[src/rtl/escape_time_fractal_pixel_assert.svh]
// Assertion macros shared by the escape-time fractal pixel engine.
`ifndef ESCAPE_TIME_FRACTAL_PIXEL_ASSERT_SVH
`define ESCAPE_TIME_FRACTAL_PIXEL_ASSERT_SVH

// Same-cycle implication, disabled while reset is high.
`define ETFP_ASSERT_IMPLY(label, clk, rst, ante, cons) \
   label: assert property (@(posedge clk) disable iff (rst) (ante) |-> (cons)) \
      else $error("escape_time_fractal_pixel: assertion failed");

// Next-cycle implication, disabled while reset is high.
`define ETFP_ASSERT_NEXT(label, clk, rst, ante, cons) \
   label: assert property (@(posedge clk) disable iff (rst) (ante) |=> (cons)) \
      else $error("escape_time_fractal_pixel: assertion failed");

`endif

[src/rtl/etfp_pkg.sv]
// Shared types, constants and saturation helper of the fractal pixel engine.
package etfp_pkg;

   // Field and arithmetic widths.
   localparam int COORD_W   = 10;
   localparam int FIX_W     = 32;
   localparam int FRAC_W    = 28;
   localparam int MAP_SHIFT = 30;
   localparam int DVD_W     = COORD_W + MAP_SHIFT;
   localparam int ITER_W    = 11;
   localparam int IDX_W     = 10;
   localparam int ZOOM_W    = 31;
   localparam int WIDE_W    = 40;
   localparam int PROD_W    = 64;

   // Configuration register indexes and reset values.
   localparam int CSR_IDX_W  = 3;
   localparam int CSR_DATA_W = 32;
   localparam logic [CSR_IDX_W-1:0] CSR_JULIA_MODE = 3'd0;
   localparam logic [CSR_IDX_W-1:0] CSR_MAX_ITER   = 3'd1;
   localparam logic [CSR_IDX_W-1:0] CSR_ZOOM       = 3'd2;
   localparam logic [CSR_IDX_W-1:0] CSR_SHIFT_RE   = 3'd3;
   localparam logic [CSR_IDX_W-1:0] CSR_SHIFT_IM   = 3'd4;
   localparam logic [CSR_IDX_W-1:0] CSR_JULIA_RE   = 3'd5;
   localparam logic [CSR_IDX_W-1:0] CSR_JULIA_IM   = 3'd6;
   localparam logic [ITER_W-1:0]    RST_MAX_ITER   = 11'd42;
   localparam logic [ZOOM_W-1:0]    RST_ZOOM       = 31'h1000_0000;

   // Iteration cap and fixed-point bounds.
   localparam logic [ITER_W-1:0]           ITER_CAP     = 11'd1024;
   localparam logic signed [FIX_W-1:0]     FIX_MAX      = 32'sh7FFF_FFFF;
   localparam logic signed [FIX_W-1:0]     FIX_MIN      = 32'sh8000_0000;
   localparam logic signed [WIDE_W-1:0]    WIDE_FIX_MAX = 40'sh00_7FFF_FFFF;
   localparam logic signed [WIDE_W-1:0]    WIDE_FIX_MIN = 40'shFF_8000_0000;
   localparam logic [FIX_W:0]              ESC_BOUND    = 33'h0_4000_0000;
   localparam logic [FIX_W-1:0]            ORIGIN_OFS   = 32'h2000_0000;
   localparam logic [DVD_W-1:0]            BASE_SAT_Q   = 40'h00_A000_0000;

   // Queue between the front and back parts.
   localparam int QUEUE_DEPTH = 2;
   localparam int QPTR_W      = 1;
   localparam int QCNT_W      = 2;

   // Configuration as seen by the datapath.
   typedef struct packed {
      logic                     julia_mode;
      logic [ITER_W-1:0]        max_iter;
      logic [ZOOM_W-1:0]        zoom;
      logic signed [FIX_W-1:0]  shift_re;
      logic signed [FIX_W-1:0]  shift_im;
      logic signed [FIX_W-1:0]  julia_re;
      logic signed [FIX_W-1:0]  julia_im;
   } cfg_type;

   // One mapped pixel ready for iteration.
   typedef struct packed {
      logic [COORD_W-1:0]       px;
      logic [COORD_W-1:0]       py;
      logic signed [FIX_W-1:0]  z_re;
      logic signed [FIX_W-1:0]  z_im;
      logic signed [FIX_W-1:0]  c_re;
      logic signed [FIX_W-1:0]  c_im;
   } item_type;

   // Clamp a wide signed value to the signed 32-bit range.
   function automatic logic signed [FIX_W-1:0] sat_fix(input logic signed [WIDE_W-1:0] v);
      if (v > WIDE_FIX_MAX) begin
         return FIX_MAX;
      end else if (v < WIDE_FIX_MIN) begin
         return FIX_MIN;
      end
      return $signed(v[FIX_W-1:0]);
   endfunction

endpackage

[src/rtl/etfp_queue.sv]
// Short queue of mapped pixels between the front and back parts.
module etfp_queue (
   input  logic                clock,
   input  logic                reset,
   input  logic                wr_en,
   input  etfp_pkg::item_type  wr_item,
   output logic                full,
   input  logic                rd_en,
   output etfp_pkg::item_type  rd_item,
   output logic                empty
);

   etfp_pkg::item_type                entry_ff [etfp_pkg::QUEUE_DEPTH];
   logic [etfp_pkg::QPTR_W-1:0]       wr_ptr_ff, rd_ptr_ff;
   logic [etfp_pkg::QCNT_W-1:0]       count_ff;
   logic                              do_wr, do_rd;

   assign full    = (count_ff == etfp_pkg::QCNT_W'(etfp_pkg::QUEUE_DEPTH));
   assign empty   = (count_ff == '0);
   assign do_wr   = wr_en && !full;
   assign do_rd   = rd_en && !empty;
   assign rd_item = entry_ff[rd_ptr_ff];

   // Pointers wrap naturally since the depth is a power of two.
   always_ff @(posedge clock) begin
      if (reset) begin
         wr_ptr_ff <= '0;
         rd_ptr_ff <= '0;
         count_ff  <= '0;
      end else begin
         if (do_wr) begin
            wr_ptr_ff <= wr_ptr_ff + 1'b1;
         end
         if (do_rd) begin
            rd_ptr_ff <= rd_ptr_ff + 1'b1;
         end
         if (do_wr && !do_rd) begin
            count_ff <= count_ff + 1'b1;
         end else if (do_rd && !do_wr) begin
            count_ff <= count_ff - 1'b1;
         end
      end
   end

   // Storage.
   always_ff @(posedge clock) begin
      if (do_wr) begin
         entry_ff[wr_ptr_ff] <= wr_item;
      end
   end

endmodule

[config.mk]
export PLATFORM = sky130hd
export DESIGN_NAME = etfp_queue
export DESIGN_NICKNAME = d
export VERILOG_FILES = /design/src/rtl/escape_time_fractal_pixel_assert.svh /design/src/rtl/etfp_pkg.sv /design/src/rtl/etfp_queue.sv
export SDC_FILE = /design/constraint.sdc
export NUM_CORES = 1
export LEC_CHECK = 0
export CAP_MARGIN = 20
export CELL_PAD_IN_SITES_DETAIL_PLACEMENT = 1
export CELL_PAD_IN_SITES_GLOBAL_PLACEMENT = 2
export CORE_MARGIN = 2
export CORE_UTILIZATION = 46
export CTS_CLUSTER_SIZE = 8
export DETAILED_ROUTE_END_ITERATION = 10
export DONT_BUFFER_PORTS = 1
export GPL_ROUTABILITY_DRIVEN = 0
export PLACE_DENSITY_LB_ADDON = 0.1
export RECOVER_POWER = 25
export SLEW_MARGIN = 20
export SYNTH_ARGS = -nofsm -noshare
export SYNTH_HDL_FRONTEND = slang
export SYNTH_SLANG_ARGS = --single-unit
[constraint.sdc]
create_clock -name clock -period 5.38 [get_ports clock]
set_input_delay 0.807 -clock clock [delete_from_list [all_inputs] [get_ports clock]]
set_output_delay 0.807 -clock clock [all_outputs]
set_load 0.01 [all_outputs]
; ---- After elaboration in Yosys (flattened, before gate mapping)
; Memory sizes are Yosys's and may differ from the RTL's. A register that Yosys moved wholly into a read port is not among the register bits.
; Cells that the tools add are included.
[op_classes]
addsub = 4
n_mul = 0
div = 0
n_lt_le_gt_ge = 0
eq_ne = 1
n_shift = 0
muxes = 6
n_bitwise = 0
n_reduce_logical = 10
[ops]
columns = cell, n
row1 = 1-bit logical AND, 4
row2 = 1-bit logical NOT, 4
row3 = 1-bit 2-to-1 mux, 4
row4 = 2-bit 2-to-1 mux, 2
row5 = "1-bit adder, second input constant", 2
row6 = "2-bit by 1-bit adder with 2-bit output, second input constant", 1
row7 = "2-bit == test, second input constant", 1
row8 = 2-bit logical NOT, 1
row9 = 2-bit nonzero test, 1
row10 = "2-bit by 1-bit subtractor with 2-bit output, second input constant", 1
[word_totals]
ff_bits = 4
latch_bits = 0
ramBits = 296
romBits = 0
inputBits = 152
output_inout_bits = 150
wordCells = 25
memories = 1
[mem_list]
columns = memory, depth, width, rd, rd_clocked_by_memory_dff, write_ports, line
row1 = entry_ff, 2, 148, 1, 1, 1, etfp_queue.sv:13  ; etfp_pkg::item_type entry_ff [etfp_pkg::QUEUE_DEPTH];

; ---- Logic depth before layout (Yosys ltp)
[logic_depth]
depth_word = 7
ltp_mapped = 6
ltp_nobuf = 6

; ---- Least setup slack after synthesis
; OpenSTA, ideal clock, no wires.
[synth_path]
path_kind = input to register
startpoint = input wr_en
endpoint = memory entry_ff[1][0] (netlist bit) (enable)
arrival_time_ns = 4.391
required_ns = 4.854
path_slack_ns = 0.463
path_stages = 3
cell_sequence = inv_1 nor2_1 and2_1
[synth_via]
elab_chain_len = 3
[synth_lines]
columns = item, line
row1 = from (decl), etfp_queue.sv:5  ; input logic wr_en,
row2 = 1-bit logical AND, etfp_queue.sv:20  ; assign do_wr = wr_en && !full;
row3 = net do_wr, etfp_queue.sv:16  ; logic do_wr, do_rd;
row4 = 1-bit 2-to-1 mux, etfp_queue.sv:47  ; if (do_wr) begin
row5 = 1-bit 2-to-1 mux (implied by the code), etfp_queue.sv:48  ; entry_ff[wr_ptr_ff] <= wr_item;
row6 = to (decl), etfp_queue.sv:13
; The timed path passes the listed nets, and every way through them passes these cells.

==> impl_metrics.tcl <==
set metrics [dict create \
    drt_wl_total_mm 20.91 \
    final-setup-viol-count 0 \
    ant_nets 0 \
    p_leak_nw 4.010 \
    hold_ws_ps 355.0 \
    hp-start "reset" \
    cts.sinks 301 \
    fin_cells 847 \
    route.vias.total 4543 \
    period_share_pct 61.03 \
    grt_pass1_wl_mm 29.44 \
    diodes 0 \
    required_ps 4570 \
    hold_buffers 0 \
    postCtsSetupBuffers 0 \
    maxCapViolCount 0 \
    cts_resized 0 \
    grt_max_degree 85 \
    die_w_um 158.2 \
    detail_route.wl_per_cell_um 24.68 \
    synth-seq-cells 301 \
    synth_nets 638 \
    synthCells 485 \
    irDropWorstVdd_mv 0.4553 \
    clock_path_buffers 3 \
    grt_usage_pct 16.12 \
    period_needed_ps 3283 \
    via_per_inst 5.364 \
    coreArea_sq_um 23400 \
    drtPass1Iterations 4 \
    outcome "finished, final reports clean" \
    cts_tree "done" \
    htreeDepth 2 \
    endpoint_kind "primary output" \
    final_cell_area_sq_um 12430 \
    report.final.slew_viol_count 0 \
    core.rowCount 56 \
    grt_pass1_vias 5026 \
    yosysSeqAreaShare_pct 82.22 \
    critPathKind "flop to primary output" \
    min_path_cells 1 \
    r2r-start "count_ff[0]" \
    min_path_type "input pin to flop" \
    cts_root_buffer "clkbuf_16" \
    max_freq_mhz 304.6 \
    hpwl_mm 13.50 \
    reg2reg_to "entry_ff[0][94]" \
    worstPathMaxFanout 81 \
    dpl_cell_area_sq_um 11240 \
    final.setup.tns_ps 0 \
    die-area_sq_um 25020 \
    synthesis.area_sq_um 10930 \
    slew_headroom_pct 37.55 \
    max_stage_delay_ps 920 \
    worstPathCellList "buf_12, mux2_2" \
    rrSetupSlack_ps 2840 \
    drc_errors 0 \
    clkTransAtPathRegs_ps 50 \
    power_density_nw_per_um2 526.2 \
    cp_data_arrival_time_ps 2480 \
    critPathLaunchType "flop" \
    nNetsFinal 672 \
    ys_types 15 \
    cts-buffers-inserted 43 \
    drive_above_1_share_pct 38.45 \
    numPortBuffers 0 \
    clock_latency_ps 510 \
    dp_cells 792 \
    fin_skew_ps 10.66 \
    drtIter0Drc 170 \
    overflow 0 \
    rsz0062_at_grt "false" \
    pin_count 302 \
    cpMaxStageDelayCell "dfxtp_4" \
    hold_viol_final 0 \
    worst_pin_slew_ps 936.8 \
    area_growth_syn_to_layout_pct 13.66 \
    yosys_warnings 0 \
    syn_avg_cell_area_sq_um 22.54 \
    reg2regPathDepth 4 \
    start_util_pct 46.72 \
    antenna_found_initial 0 \
    die_h_um 158.2 \
]
[power by group]
| part | switching (W) | internal, W | total [W] | leakage, nW |
|---|---|---|---|---|
| logic | 0.000684 | 0.000441 | 0.00112 | 0.636 |
| registers | 0.000138 | 0.00296 | 0.00309 | 2.81 |
| clock network | 0.000847 | 0.00147 | 0.00232 | 0.568 |
| total | 0.00167 | 0.00487 | 0.00654 | 4.01 |
[layout make-up]
| type | instances | area (sq um) |
|---|---|---|
| fill | 2058 | 10980 |
| sequential | 301 | 8992 |
| multi-input combinational | 166 | 1779 |
| clock buffer | 53 | 1156 |
| tap | 319 | 399.1 |
| timing repair buffer | 5 | 82.58 |
| inverter | 2 | 12.51 |
| clock inverter | 1 | 5.005 |
[critical path: cells and delay by family (launching register included)]
kind | cells | cell delay, ps
mux | 1 | 460
flops | 1 | 920
buf+inv | 1 | 460
[kinds of logic (layout without fill, tap and decap cells)]
family | count (synthesis) | after routing | share of synthesized area (%)
XOR/XNOR | 3 | 3 | 0.2404
multiplexers | 148 | 148 | 15.24
flip-flops | 301 | 301 | 82.22
adder cells (fa/ha/maj) | 1 | 1 | 0.1144
AND/OR/NAND/NOR | 9 | 9 | 0.4235
buffers and inverters | 18 | 61 | 1.534
AO/OA/AOI/OAI | 5 | 5 | 0.2288
[per-stage QoR]
step | util (%) | setup WS, ps | total power, W
6_report | 53.10 | 2097 | 0.006538
2_1_floorplan | - | 463.0 | 0.004103
5_1_grt | 53.10 | 1934 | 0.006811
3_5_place_dp | 48.02 | 2484 | 0.004288
4_1_cts | 52.98 | 2046 | 0.006642
3_3_place_gp | 48.02 | 2566 | 0.004256
[how the worst max path moves through the flow]
stage	startpoint	to	depth (start not counted)
after global routing	flop	rd_item[45]	2
final	flop	rd_item[137]	2
after detailed placement	wr_en	entry_ff[0][35]	4
after floorplan	wr_en	entry_ff[1][0]	3
after CTS	flop	rd_item[137]	2
after global placement	wr_en	entry_ff[0][91]	4
[cell usage in the layout, fill, tap and decap left out]
| master | count |
|---|---|
| dfxtp_1 | 4 |
| ha_1 | 1 |
| nor2b_2 | 1 |
| a21oi_1 | 2 |
| buf_12 | 2 |
| inv_1 | 1 |
| xor2_1 | 3 |
| edfxtp_1 | 296 |
| or3_1 | 2 |
| mux2_2 | 148 |
| and2_4 | 1 |
| buf_16 | 1 |
| buf_4 | 2 |
| dfxtp_4 | 1 |
| inv_6 | 1 |
| nor2_1 | 5 |
| o21ai_0 | 3 |
| clkinv_2 | 1 |
| clkbuf_16 | 45 |
| clkbuf_1 | 8 |
[sequential cells by signal (all words and copies together) (netlist names), named ones only]
name / count
rd_ptr_ff: 1
wr_ptr_ff: 1
entry_ff: 296
count_ff: 2
[layer usage]
| layer | share of wire, % | wire (um) | global-route usage, % |
|---|---|---|---|
| met1 | 33 | 6801 | 15.92 |
| met2 | 50 | 10440 | 27.12 |
| met3 | 14 | 3024 | 10.18 |
| met4 | 3.1 | 640 | 6.435 |
| met5 | 0 | 0 | 0 |
[synthesized netlist by cell type]
master / instances / area [sq um]
edfxtp_1: 296 / 8889
mux2_2: 148 / 1667
buf_6: 12 / 135.1
dfxtp_1: 5 / 100.1
nor2_1: 5 / 18.77
o21ai_0: 3 / 15.01
xor2_1: 3 / 26.28
a21oi_1: 2 / 10.01
buf_2: 2 / 10.01
buf_4: 2 / 15.01
inv_1: 2 / 7.510
or3_1: 2 / 12.51
and2_1: 1 / 6.260
ha_1: 1 / 12.51
nor2b_2: 1 / 8.760
Power figures use the tool's default switching activity.
