[src/rtl/escape_time_fractal_pixel_assert.svh]
// Assertion macros shared by the escape-time fractal pixel engine.
`ifndef ESCAPE_TIME_FRACTAL_PIXEL_ASSERT_SVH
`define ESCAPE_TIME_FRACTAL_PIXEL_ASSERT_SVH

// Same-cycle implication, disabled while reset is high.
`define ETFP_ASSERT_IMPLY(label, clk, rst, ante, cons) \
   label: assert property (@(posedge clk) disable iff (rst) (ante) |-> (cons)) \
      else $error("escape_time_fractal_pixel: assertion failed");

// Next-cycle implication, disabled while reset is high.
`define ETFP_ASSERT_NEXT(label, clk, rst, ante, cons) \
   label: assert property (@(posedge clk) disable iff (rst) (ante) |=> (cons)) \
      else $error("escape_time_fractal_pixel: assertion failed");

`endif

[src/rtl/etfp_pkg.sv]
// Shared types, constants and saturation helper of the fractal pixel engine.
package etfp_pkg;

   // Field and arithmetic widths.
   localparam int COORD_W   = 10;
   localparam int FIX_W     = 32;
   localparam int FRAC_W    = 28;
   localparam int MAP_SHIFT = 30;
   localparam int DVD_W     = COORD_W + MAP_SHIFT;
   localparam int ITER_W    = 11;
   localparam int IDX_W     = 10;
   localparam int ZOOM_W    = 31;
   localparam int WIDE_W    = 40;
   localparam int PROD_W    = 64;

   // Configuration register indexes and reset values.
   localparam int CSR_IDX_W  = 3;
   localparam int CSR_DATA_W = 32;
   localparam logic [CSR_IDX_W-1:0] CSR_JULIA_MODE = 3'd0;
   localparam logic [CSR_IDX_W-1:0] CSR_MAX_ITER   = 3'd1;
   localparam logic [CSR_IDX_W-1:0] CSR_ZOOM       = 3'd2;
   localparam logic [CSR_IDX_W-1:0] CSR_SHIFT_RE   = 3'd3;
   localparam logic [CSR_IDX_W-1:0] CSR_SHIFT_IM   = 3'd4;
   localparam logic [CSR_IDX_W-1:0] CSR_JULIA_RE   = 3'd5;
   localparam logic [CSR_IDX_W-1:0] CSR_JULIA_IM   = 3'd6;
   localparam logic [ITER_W-1:0]    RST_MAX_ITER   = 11'd42;
   localparam logic [ZOOM_W-1:0]    RST_ZOOM       = 31'h1000_0000;

   // Iteration cap and fixed-point bounds.
   localparam logic [ITER_W-1:0]           ITER_CAP     = 11'd1024;
   localparam logic signed [FIX_W-1:0]     FIX_MAX      = 32'sh7FFF_FFFF;
   localparam logic signed [FIX_W-1:0]     FIX_MIN      = 32'sh8000_0000;
   localparam logic signed [WIDE_W-1:0]    WIDE_FIX_MAX = 40'sh00_7FFF_FFFF;
   localparam logic signed [WIDE_W-1:0]    WIDE_FIX_MIN = 40'shFF_8000_0000;
   localparam logic [FIX_W:0]              ESC_BOUND    = 33'h0_4000_0000;
   localparam logic [FIX_W-1:0]            ORIGIN_OFS   = 32'h2000_0000;
   localparam logic [DVD_W-1:0]            BASE_SAT_Q   = 40'h00_A000_0000;

   // Queue between the front and back parts.
   localparam int QUEUE_DEPTH = 2;
   localparam int QPTR_W      = 1;
   localparam int QCNT_W      = 2;

   // Configuration as seen by the datapath.
   typedef struct packed {
      logic                     julia_mode;
      logic [ITER_W-1:0]        max_iter;
      logic [ZOOM_W-1:0]        zoom;
      logic signed [FIX_W-1:0]  shift_re;
      logic signed [FIX_W-1:0]  shift_im;
      logic signed [FIX_W-1:0]  julia_re;
      logic signed [FIX_W-1:0]  julia_im;
   } cfg_type;

   // One mapped pixel ready for iteration.
   typedef struct packed {
      logic [COORD_W-1:0]       px;
      logic [COORD_W-1:0]       py;
      logic signed [FIX_W-1:0]  z_re;
      logic signed [FIX_W-1:0]  z_im;
      logic signed [FIX_W-1:0]  c_re;
      logic signed [FIX_W-1:0]  c_im;
   } item_type;

   // Clamp a wide signed value to the signed 32-bit range.
   function automatic logic signed [FIX_W-1:0] sat_fix(input logic signed [WIDE_W-1:0] v);
      if (v > WIDE_FIX_MAX) begin
         return FIX_MAX;
      end else if (v < WIDE_FIX_MIN) begin
         return FIX_MIN;
      end
      return $signed(v[FIX_W-1:0]);
   endfunction

endpackage

[src/rtl/etfp_front.sv]
// Front part: accepts a pixel and maps it to its start point and constant.
module etfp_front #(
   parameter int IMG_WIDTH  = 1024,
   parameter int IMG_HEIGHT = 1024
) (
   input  logic                                clock,
   input  logic                                reset,
   input  etfp_pkg::cfg_type                   cfg,
   input  logic                                push,
   input  logic [etfp_pkg::COORD_W-1:0]        px,
   input  logic [etfp_pkg::COORD_W-1:0]        py,
   output logic                                full,
   output logic                                out_valid,
   output etfp_pkg::item_type                  out_item,
   input  logic                                out_ready
);

   // The quotient coord*2^30/size splits into coord*floor(2^30/size) plus
   // floor(coord*(2^30 mod size)/size); the second part is taken by a reciprocal
   // multiplication that is exact for every product below 2^T_W. Image sizes are
   // at least 16, which bounds the reciprocal width.
   localparam int SIZE_MAX = (IMG_WIDTH > IMG_HEIGHT) ? IMG_WIDTH : IMG_HEIGHT;
   localparam int REM_W    = $clog2(SIZE_MAX);
   localparam int T_W      = etfp_pkg::COORD_W + REM_W;
   localparam int RCP_K    = T_W + REM_W;
   localparam int RCP_W    = RCP_K - 3;
   localparam int RP_W     = T_W + RCP_W;
   localparam logic [63:0] SPAN    = 64'd1 << etfp_pkg::MAP_SHIFT;
   localparam logic [63:0] RCP_ONE = 64'd1 << RCP_K;
   localparam logic [etfp_pkg::MAP_SHIFT-1:0] QS_X =
      etfp_pkg::MAP_SHIFT'(SPAN / 64'(IMG_WIDTH));
   localparam logic [etfp_pkg::MAP_SHIFT-1:0] QS_Y =
      etfp_pkg::MAP_SHIFT'(SPAN / 64'(IMG_HEIGHT));
   localparam logic [REM_W-1:0] RS_X = REM_W'(SPAN % 64'(IMG_WIDTH));
   localparam logic [REM_W-1:0] RS_Y = REM_W'(SPAN % 64'(IMG_HEIGHT));
   localparam logic [RCP_W-1:0] M_X  =
      RCP_W'((RCP_ONE + 64'(IMG_WIDTH) - 64'd1) / 64'(IMG_WIDTH));
   localparam logic [RCP_W-1:0] M_Y  =
      RCP_W'((RCP_ONE + 64'(IMG_HEIGHT) - 64'd1) / 64'(IMG_HEIGHT));

   localparam logic [2:0] S_IDLE  = 3'd0;
   localparam logic [2:0] S_SCALE = 3'd1;
   localparam logic [2:0] S_RCP   = 3'd2;
   localparam logic [2:0] S_BASE  = 3'd3;
   localparam logic [2:0] S_MULX  = 3'd4;
   localparam logic [2:0] S_MULY  = 3'd5;
   localparam logic [2:0] S_SUMY  = 3'd6;
   localparam logic [2:0] S_PUSH  = 3'd7;

   logic [2:0]                          state_ff, state_in;
   logic [etfp_pkg::COORD_W-1:0]        px_ff, px_in, py_ff, py_in;
   logic [etfp_pkg::DVD_W-1:0]          hx_ff, hx_in, hy_ff, hy_in;
   logic [T_W-1:0]                      tx_ff, tx_in, ty_ff, ty_in;
   logic [etfp_pkg::DVD_W-1:0]          qx_ff, qx_in, qy_ff, qy_in;
   logic signed [etfp_pkg::FIX_W-1:0]   base_re_ff, base_re_in, base_im_ff, base_im_in;
   logic signed [etfp_pkg::PROD_W-1:0]  prod_ff, prod_in;
   logic signed [etfp_pkg::FIX_W-1:0]   z_re_ff, z_re_in, z_im_ff, z_im_in;

   logic [RP_W-1:0]                     rcp_x, rcp_y;
   logic signed [etfp_pkg::FIX_W-1:0]   mul_a;
   logic signed [etfp_pkg::PROD_W-1:0]  prod_c;
   logic signed [etfp_pkg::PROD_W-1:0]  prod_shr;
   logic signed [etfp_pkg::FIX_W-1:0]   scaled;
   logic signed [etfp_pkg::FIX_W-1:0]   shift_sel;
   logic signed [etfp_pkg::FIX_W-1:0]   mapped;

   // Reciprocal products; the quotient sits at bit RCP_K and above.
   assign rcp_x = RP_W'(tx_ff) * RP_W'(M_X);
   assign rcp_y = RP_W'(ty_ff) * RP_W'(M_Y);

   // Shared zoom multiplier, real axis first and imaginary axis next.
   assign mul_a  = (state_ff == S_MULY) ? base_im_ff : base_re_ff;
   assign prod_c = etfp_pkg::PROD_W'(mul_a) *
                   etfp_pkg::PROD_W'($signed({1'b0, cfg.zoom}));

   // Floor by 2^28, clamp, add the view offset and clamp again.
   assign prod_shr  = prod_ff >>> etfp_pkg::FRAC_W;
   assign scaled    = etfp_pkg::sat_fix($signed(prod_shr[etfp_pkg::WIDE_W-1:0]));
   assign shift_sel = (state_ff == S_MULY) ? cfg.shift_re : cfg.shift_im;
   assign mapped    = etfp_pkg::sat_fix(etfp_pkg::WIDE_W'(scaled) +
                                        etfp_pkg::WIDE_W'(shift_sel));

   // Sequencer and datapath next values.
   always_comb begin
      state_in   = state_ff;
      px_in      = px_ff;
      py_in      = py_ff;
      hx_in      = hx_ff;
      hy_in      = hy_ff;
      tx_in      = tx_ff;
      ty_in      = ty_ff;
      qx_in      = qx_ff;
      qy_in      = qy_ff;
      base_re_in = base_re_ff;
      base_im_in = base_im_ff;
      prod_in    = prod_ff;
      z_re_in    = z_re_ff;
      z_im_in    = z_im_ff;
      unique case (state_ff)
         S_IDLE: begin
            if (push) begin
               px_in    = px;
               py_in    = py;
               state_in = S_SCALE;
            end
         end
         S_SCALE: begin
            hx_in    = etfp_pkg::DVD_W'(px_ff) * etfp_pkg::DVD_W'(QS_X);
            hy_in    = etfp_pkg::DVD_W'(py_ff) * etfp_pkg::DVD_W'(QS_Y);
            tx_in    = T_W'(px_ff) * T_W'(RS_X);
            ty_in    = T_W'(py_ff) * T_W'(RS_Y);
            state_in = S_RCP;
         end
         S_RCP: begin
            qx_in    = hx_ff + etfp_pkg::DVD_W'(rcp_x[RP_W-1:RCP_K]);
            qy_in    = hy_ff + etfp_pkg::DVD_W'(rcp_y[RP_W-1:RCP_K]);
            state_in = S_BASE;
         end
         S_BASE: begin
            // Subtract 2.0 and clamp; the quotient is never negative.
            base_re_in = (qx_ff >= etfp_pkg::BASE_SAT_Q) ? etfp_pkg::FIX_MAX :
                         $signed(qx_ff[etfp_pkg::FIX_W-1:0] - etfp_pkg::ORIGIN_OFS);
            base_im_in = (qy_ff >= etfp_pkg::BASE_SAT_Q) ? etfp_pkg::FIX_MAX :
                         $signed(qy_ff[etfp_pkg::FIX_W-1:0] - etfp_pkg::ORIGIN_OFS);
            state_in   = S_MULX;
         end
         S_MULX: begin
            prod_in  = prod_c;
            state_in = S_MULY;
         end
         S_MULY: begin
            z_re_in  = mapped;
            prod_in  = prod_c;
            state_in = S_SUMY;
         end
         S_SUMY: begin
            z_im_in  = mapped;
            state_in = S_PUSH;
         end
         S_PUSH: begin
            if (out_ready) begin
               state_in = S_IDLE;
            end
         end
         default: begin
            state_in = S_IDLE;
         end
      endcase
   end

   // Control state.
   always_ff @(posedge clock) begin
      if (reset) begin
         state_ff <= S_IDLE;
      end else begin
         state_ff <= state_in;
      end
   end

   // Payload registers.
   always_ff @(posedge clock) begin
      px_ff      <= px_in;
      py_ff      <= py_in;
      hx_ff      <= hx_in;
      hy_ff      <= hy_in;
      tx_ff      <= tx_in;
      ty_ff      <= ty_in;
      qx_ff      <= qx_in;
      qy_ff      <= qy_in;
      base_re_ff <= base_re_in;
      base_im_ff <= base_im_in;
      prod_ff    <= prod_in;
      z_re_ff    <= z_re_in;
      z_im_ff    <= z_im_in;
   end

   // Mapped word toward the queue; the constant follows the mode bit.
   assign full           = (state_ff != S_IDLE);
   assign out_valid      = (state_ff == S_PUSH);
   assign out_item.px    = px_ff;
   assign out_item.py    = py_ff;
   assign out_item.z_re  = z_re_ff;
   assign out_item.z_im  = z_im_ff;
   assign out_item.c_re  = cfg.julia_mode ? cfg.julia_re : z_re_ff;
   assign out_item.c_im  = cfg.julia_mode ? cfg.julia_im : z_im_ff;

endmodule

[config.mk]
export PLATFORM = sky130hd
export DESIGN_NAME = etfp_front
export DESIGN_NICKNAME = d
export VERILOG_FILES = /design/src/rtl/escape_time_fractal_pixel_assert.svh /design/src/rtl/etfp_pkg.sv /design/src/rtl/etfp_front.sv
export SDC_FILE = /design/constraint.sdc
export NUM_CORES = 1
export LEC_CHECK = 0
export ABC_CLOCK_PERIOD_IN_PS = 8700
export BUFFER_PORTS_ARGS = -buffer_cell sky130_fd_sc_hd__buf_2
export CAP_MARGIN = 30
export CORE_MARGIN = 2
export CORE_UTILIZATION = 40
export DETAILED_ROUTE_END_ITERATION = 8
export GPL_ROUTABILITY_DRIVEN = 1
export HOLD_SLACK_MARGIN = 0.02
export MAX_ROUTING_LAYER = met4
export SETUP_SLACK_MARGIN = 0.3
export SYNTH_ARGS = -nofsm -noshare
export SYNTH_HDL_FRONTEND = slang
export SYNTH_SLANG_ARGS = --single-unit
export TNS_END_PERCENT = 100
[constraint.sdc]
create_clock -name clock -period 8.7 [get_ports clock]
set_input_delay 1.74 -clock clock [delete_from_list [all_inputs] [get_ports clock]]
set_output_delay 1.74 -clock clock [all_outputs]
set_load 0.005 [all_outputs]
Word level (Yosys, flattened, before mapping)
Cells that the tools add are included.

operators by class
  equal/unequal tests = 9
  $lt $le $gt $ge = 6
  add/subtract/negate cells = 3
  multiply operators = 1
  reductions and logical operators = 5
  muxes and demuxes = 17

operator list
  cell                                                                                   count
  32-bit 2-to-1 mux                                                                      10
  30-bit by 32-bit greater-or-equal comparator with 1-bit output, second input constant  2
  32-bit by 32-bit multiplier with 64-bit output                                         1
  30-bit by 30-bit subtractor with 31-bit output, second input constant                  2
  36-bit by 32-bit > comparator with 1-bit output, second input constant                 1
  36-bit by 32-bit less-than comparator with 1-bit output, second input constant         1
  32-bit by 32-bit adder with 33-bit output                                              1
  33-bit by 32-bit > comparator with 1-bit output, second input constant                 1
  33-bit by 32-bit less-than comparator with 1-bit output, second input constant         1
  3-bit one-hot mux with 8 select lines                                                  1
  3-bit equality test, second input constant                                             4
  3-bit by 2-bit equality test with 1-bit output, second input constant                  2
  3-bit 2-to-1 mux                                                                       2
  1-bit 2-to-1 mux                                                                       4
  2-bit AND reduction                                                                    2
  3-bit by 1-bit equality test with 1-bit output, second input constant                  1
  3-bit zero test                                                                        1
  3-bit nonzero test                                                                     1
  2-bit by 1-bit != test with 1-bit output, second input constant                        1
  2-bit != test, second input constant                                                   1
  2-bit OR reduction                                                                     1

word-level totals
  logic and storage cells = 53
  bits of input ports = 195
  output and inout bits = 150
  register bits after elaboration = 255

Logic depth before layout (Yosys ltp)
  depth in word-level cells = 9
  mapped depth = 33
  gate-level depth less buffers = 31

Worst setup path after synthesis
OpenSTA, ideal clock, no wires.

  kind = input -> register
  start point = input port cfg[130] (netlist name)
  end point = register prod_ff[61] (netlist name) (data pin)
  cell stages on the path = 23
  library setup time = 258 ps
  arrival time = 8859 ps
  required time = 8442 ps
  setup slack = -417 ps
  path buffers = 1
  path through = and2_1 -> fa_1 -> inv_1 -> fa_1 -> fa_1 -> fa_1 -> inv_1 -> fa_1 -> fa_1 -> fa_1 -> inv_1 -> fa_1 -> inv_1 -> ha_1 -> clkbuf_1 -> a21oi_1 -> o21bai_1 -> a21o_1 -> a211o_1 -> a2111oi_0 -> o211ai_1 -> nand2_1 -> xnor2_1

on the way
  word-level cells in the longest chain between the ends = 1

ends and longest elaborated chain
  item                                            line               text
  from (decl)                                     etfp_front.sv:8    input etfp_pkg::cfg_type cfg,
  32-bit by 32-bit multiplier with 64-bit output  etfp_front.sv:73   assign prod_c = etfp_pkg::PROD_W'(mul_a) *
  named net prod_c (one bit)                      etfp_front.sv:61   logic signed [etfp_pkg::PROD_W-1:0] prod_c;
  to (signal assigned)                            etfp_front.sv:172  prod_ff <= prod_in;
  to (decl)                                       etfp_front.sv:56   logic signed [etfp_pkg::PROD_W-1:0] prod_ff, prod_in;

The timed path passes the listed nets, and every way through them passes these cells.
A chain may end at the register's enable or synchronous reset.

Worst setup path in the final report
  start point = input port cfg[133] (netlist name)
  end point = register prod_ff[61] (netlist name) (data pin)

Same word-level chain as after synthesis.

==> impl_results.md <==
* CTS Buf Count at 17
* Crit-path slowest cell: fa_2
* Cts hold-fix bufs at 0
* Avg Vias per Cell at 4.809
* R2R Path End: prod_ff[57]
* First-pass GRT wire length at 102,500 um
* R2R depth at 29
* Site Rows at approximately 90
* Top-count cell post-synth: inv_1
* H-tree depth at 4
* Clk root buf: clkbuf_16
* Setup Skew at between 0.02 and 0.025 ns
* FMAX at about 120 MHz
* Layout Nets at 3,731
* RSZ-0062 raised after global routing: true
* Initial Utilization at 0.4049
* Slew @ Worst Pin at between 0.9 and 1 ns
* Dominant cells by area after synthesis: fa_1 32%, edfxtp_1 22%, ha_1 9.5%
* Synth area leader: fa_1
* CP endpoint kind: flip-flop
* Status: finished, final reports clean
* Register bit total from synthesis at ~180
* Slew Viols, Final at 0
* Synth unique cells at 70
* Rel. slew slack at 0.3777
* Max Buffers Root-to-Sink at 2
* Async SR Flop Fraction at 0
* Antenna Nets Post-Route at 0
* Number of synthesized flops with an enable pin at 180
* FF-to-FF Start: state_ff[1]
* Finished Cell Area at around 0.030 mm2
* Setup slack, reg-to-reg at approximately 0.61 ns
* Die Ht at 254.2 um
* Cells after synthesis at 2,485
* Clock slew at reported path FFs at ~0.07 ns
* Post-synth top area share at 0.3175
* Initial DRC count at about 940
* Ys Warns at 0
* Hold path start: qy_ff[25]
* CP delay by family, top: adder cells
* Crit path time final at approximately 8.2 ns
* Placer congestion estimate at 0.8680
* CORE AREA at roughly 0.062 mm2
* Average cell area after synthesis at 10.07 um2
* # IOs at between 300 and 400
* Register area share after synthesis at 0.2183
* Worst hold stages at 0
* Worst Hold End: base_im_ff[25]
* Max-cap violations at 0
* Tcrit/Tclk final at 0.9462
* Clock Latency Late Sink at around 0.45 ns
* Area Growth Syn to Fin at 20.38%
* Antenna violations before repair at 2
* CTS tree: yes
* Largest net degree at the start of global routing at between 50 and 60
* Final hold vios at 0
* Syn nets at 3,267
* WL/cell at between 15 and 20 um
* Critical path fanouts, max at 4
* Dpl cell area at 0.02907 mm2
* Worst Path Arrival at ~8.4 ns
* HPWL Detailed at 56,370 um
* Die Area at around 0.065 mm2
* Final WL at 64,540 um
* GRT overflow at 0
* Filler instances at between 5,000 and 6,000
* DRC Markers at 0
* Port buffer count at about 330
* Clk sinks at 183
* Top_reg_cell synth: edfxtp_1
* Share of cells above drive strength 1 at 0.2539
* Mapped Area at approximately 0.025 mm2
* First-pass DRT Iterations at 5
* Final number of setup-violating endpoints at 0
* Min-Delay Path Class: flip-flop to flip-flop
* Vias after detailed routing at roughly 18,000
* WP data required at roughly 9 ns
* Kind of critical path: primary input to flip-flop
* Vias in the first global route at 19,470
* Largest stage delay, worst path at about 0.64 ns
* DIE WIDTH at ~250 um
* GRT Util Overall at 0.2089
* Stages on worst setup path at 26
* Critical path buffers and inverters at 8
* Startpoint Class: primary input
* Top cells by count, synth: 502 x inv_1, 397 x fa_1, 275 x nand2_1
==> cell families after synthesis <==
| logic type | count (synthesis) | synth area share |
|---|---|---|
| AND/OR/NAND/NOR | 648 | 0.1293 |
| AO/OA/AOI/OAI | 292 | 0.08002 |
| buffers and inverters | 598 | 0.09061 |
| XOR/XNOR | 96 | 0.03359 |
| flip-flops | 183 | 0.2183 |
| adder cells (fa/ha/maj) | 599 | 0.4172 |
| multiplexers | 69 | 0.03089 |
==> per-stage QoR <==
step	setup slack, ns	util	std cells	TNS [ns]	hold slack, ns
after floorplan	0.07226	-	2485	0	0.4003
after global placement	-0.1057	0.4702	3762	-0.5951	0.4012
after detailed placement	-0.1634	0.4702	3762	-1.097	0.4045
after CTS	0.3373	0.4801	3794	0	0.4231
after global routing	0.2467	0.4874	3801	0	0.4269
final	0.4678	0.4874	3801	0	0.4213
==> metal layers <==
metal / track usage / part of all wire / wire length [um]
met1: 0.2625 / 0.45 / 28830
met2: 0.3589 / 0.49 / 31380
met3: 0.01398 / 0.034 / 2184
met4: 0.07210 / 0.033 / 2151
met5: - / 0 / 0
==> worst max-delay path by stage <==
stage | endpoint | startpoint | slack [ns]
finish | prod_ff[61] | cfg[133] | 0.47
global route | prod_ff[38] | cfg[132] | 0.25
floorplan | prod_ff[54] | cfg[132] | 0.07
global placement | prod_ff[61] | cfg[135] | -0.11
CTS | prod_ff[51] | cfg[132] | 0.34
detailed placement | prod_ff[61] | cfg[135] | -0.16
==> layout by cell type (no fill, tap or decap), drive strengths merged, types with 5 or more instances in the layout <==
cell,instances
buf,541
inv,507
fa,397
nand2,275
and2,213
ha,190
edfxtp,180
a21oi,105
mux2,66
xnor2,65
nor2,48
a21o,38
o21ai,34
o21a,31
xor2,31
nand3,30
clkbuf,17
and3,15
a31oi,14
nor3,14
maj3,12
nand4,10
nor2b,9
or3,8
o21bai,7
o211ai,7
a211o,6
a211oi,6
clkinv,6
a2111oi,5
a311oi,5
==> state kept, by name, indices dropped and copies added, names as in the netlist, 10 cells and up <==
name        cells
prod_ff        36
z_im_ff        32
px_ff          10
qy_ff          10
base_re_ff     10
hy_ff          10
z_re_ff        32
py_ff          10
hx_ff          10
qx_ff          10
base_im_ff     10
==> layout make-up <==
type | count | area [um2] | area share
multi-input cells | 1704 | 17780 | 0.5902
well taps | 837 | 1047 | 0.03475
inverters | 502 | 1888 | 0.06265
diodes | 2 | 5.005 | 0.0001661
flip-flops and latches | 183 | 5465 | 0.1814
repair buffers | 541 | 3334 | 0.1106
clock inverters | 15 | 185.2 | 0.006145
clock buffers | 17 | 425.4 | 0.01412
==> repair_timing <==
item,CTS,global route
pin swaps,0,27
setup buffers,0,4
endpoints found under the setup margin,2,23
resized for setup,2,74
Power is not shown: default switching activity piles up to over one toggle a cycle in this logic, so the estimate is an artifact.
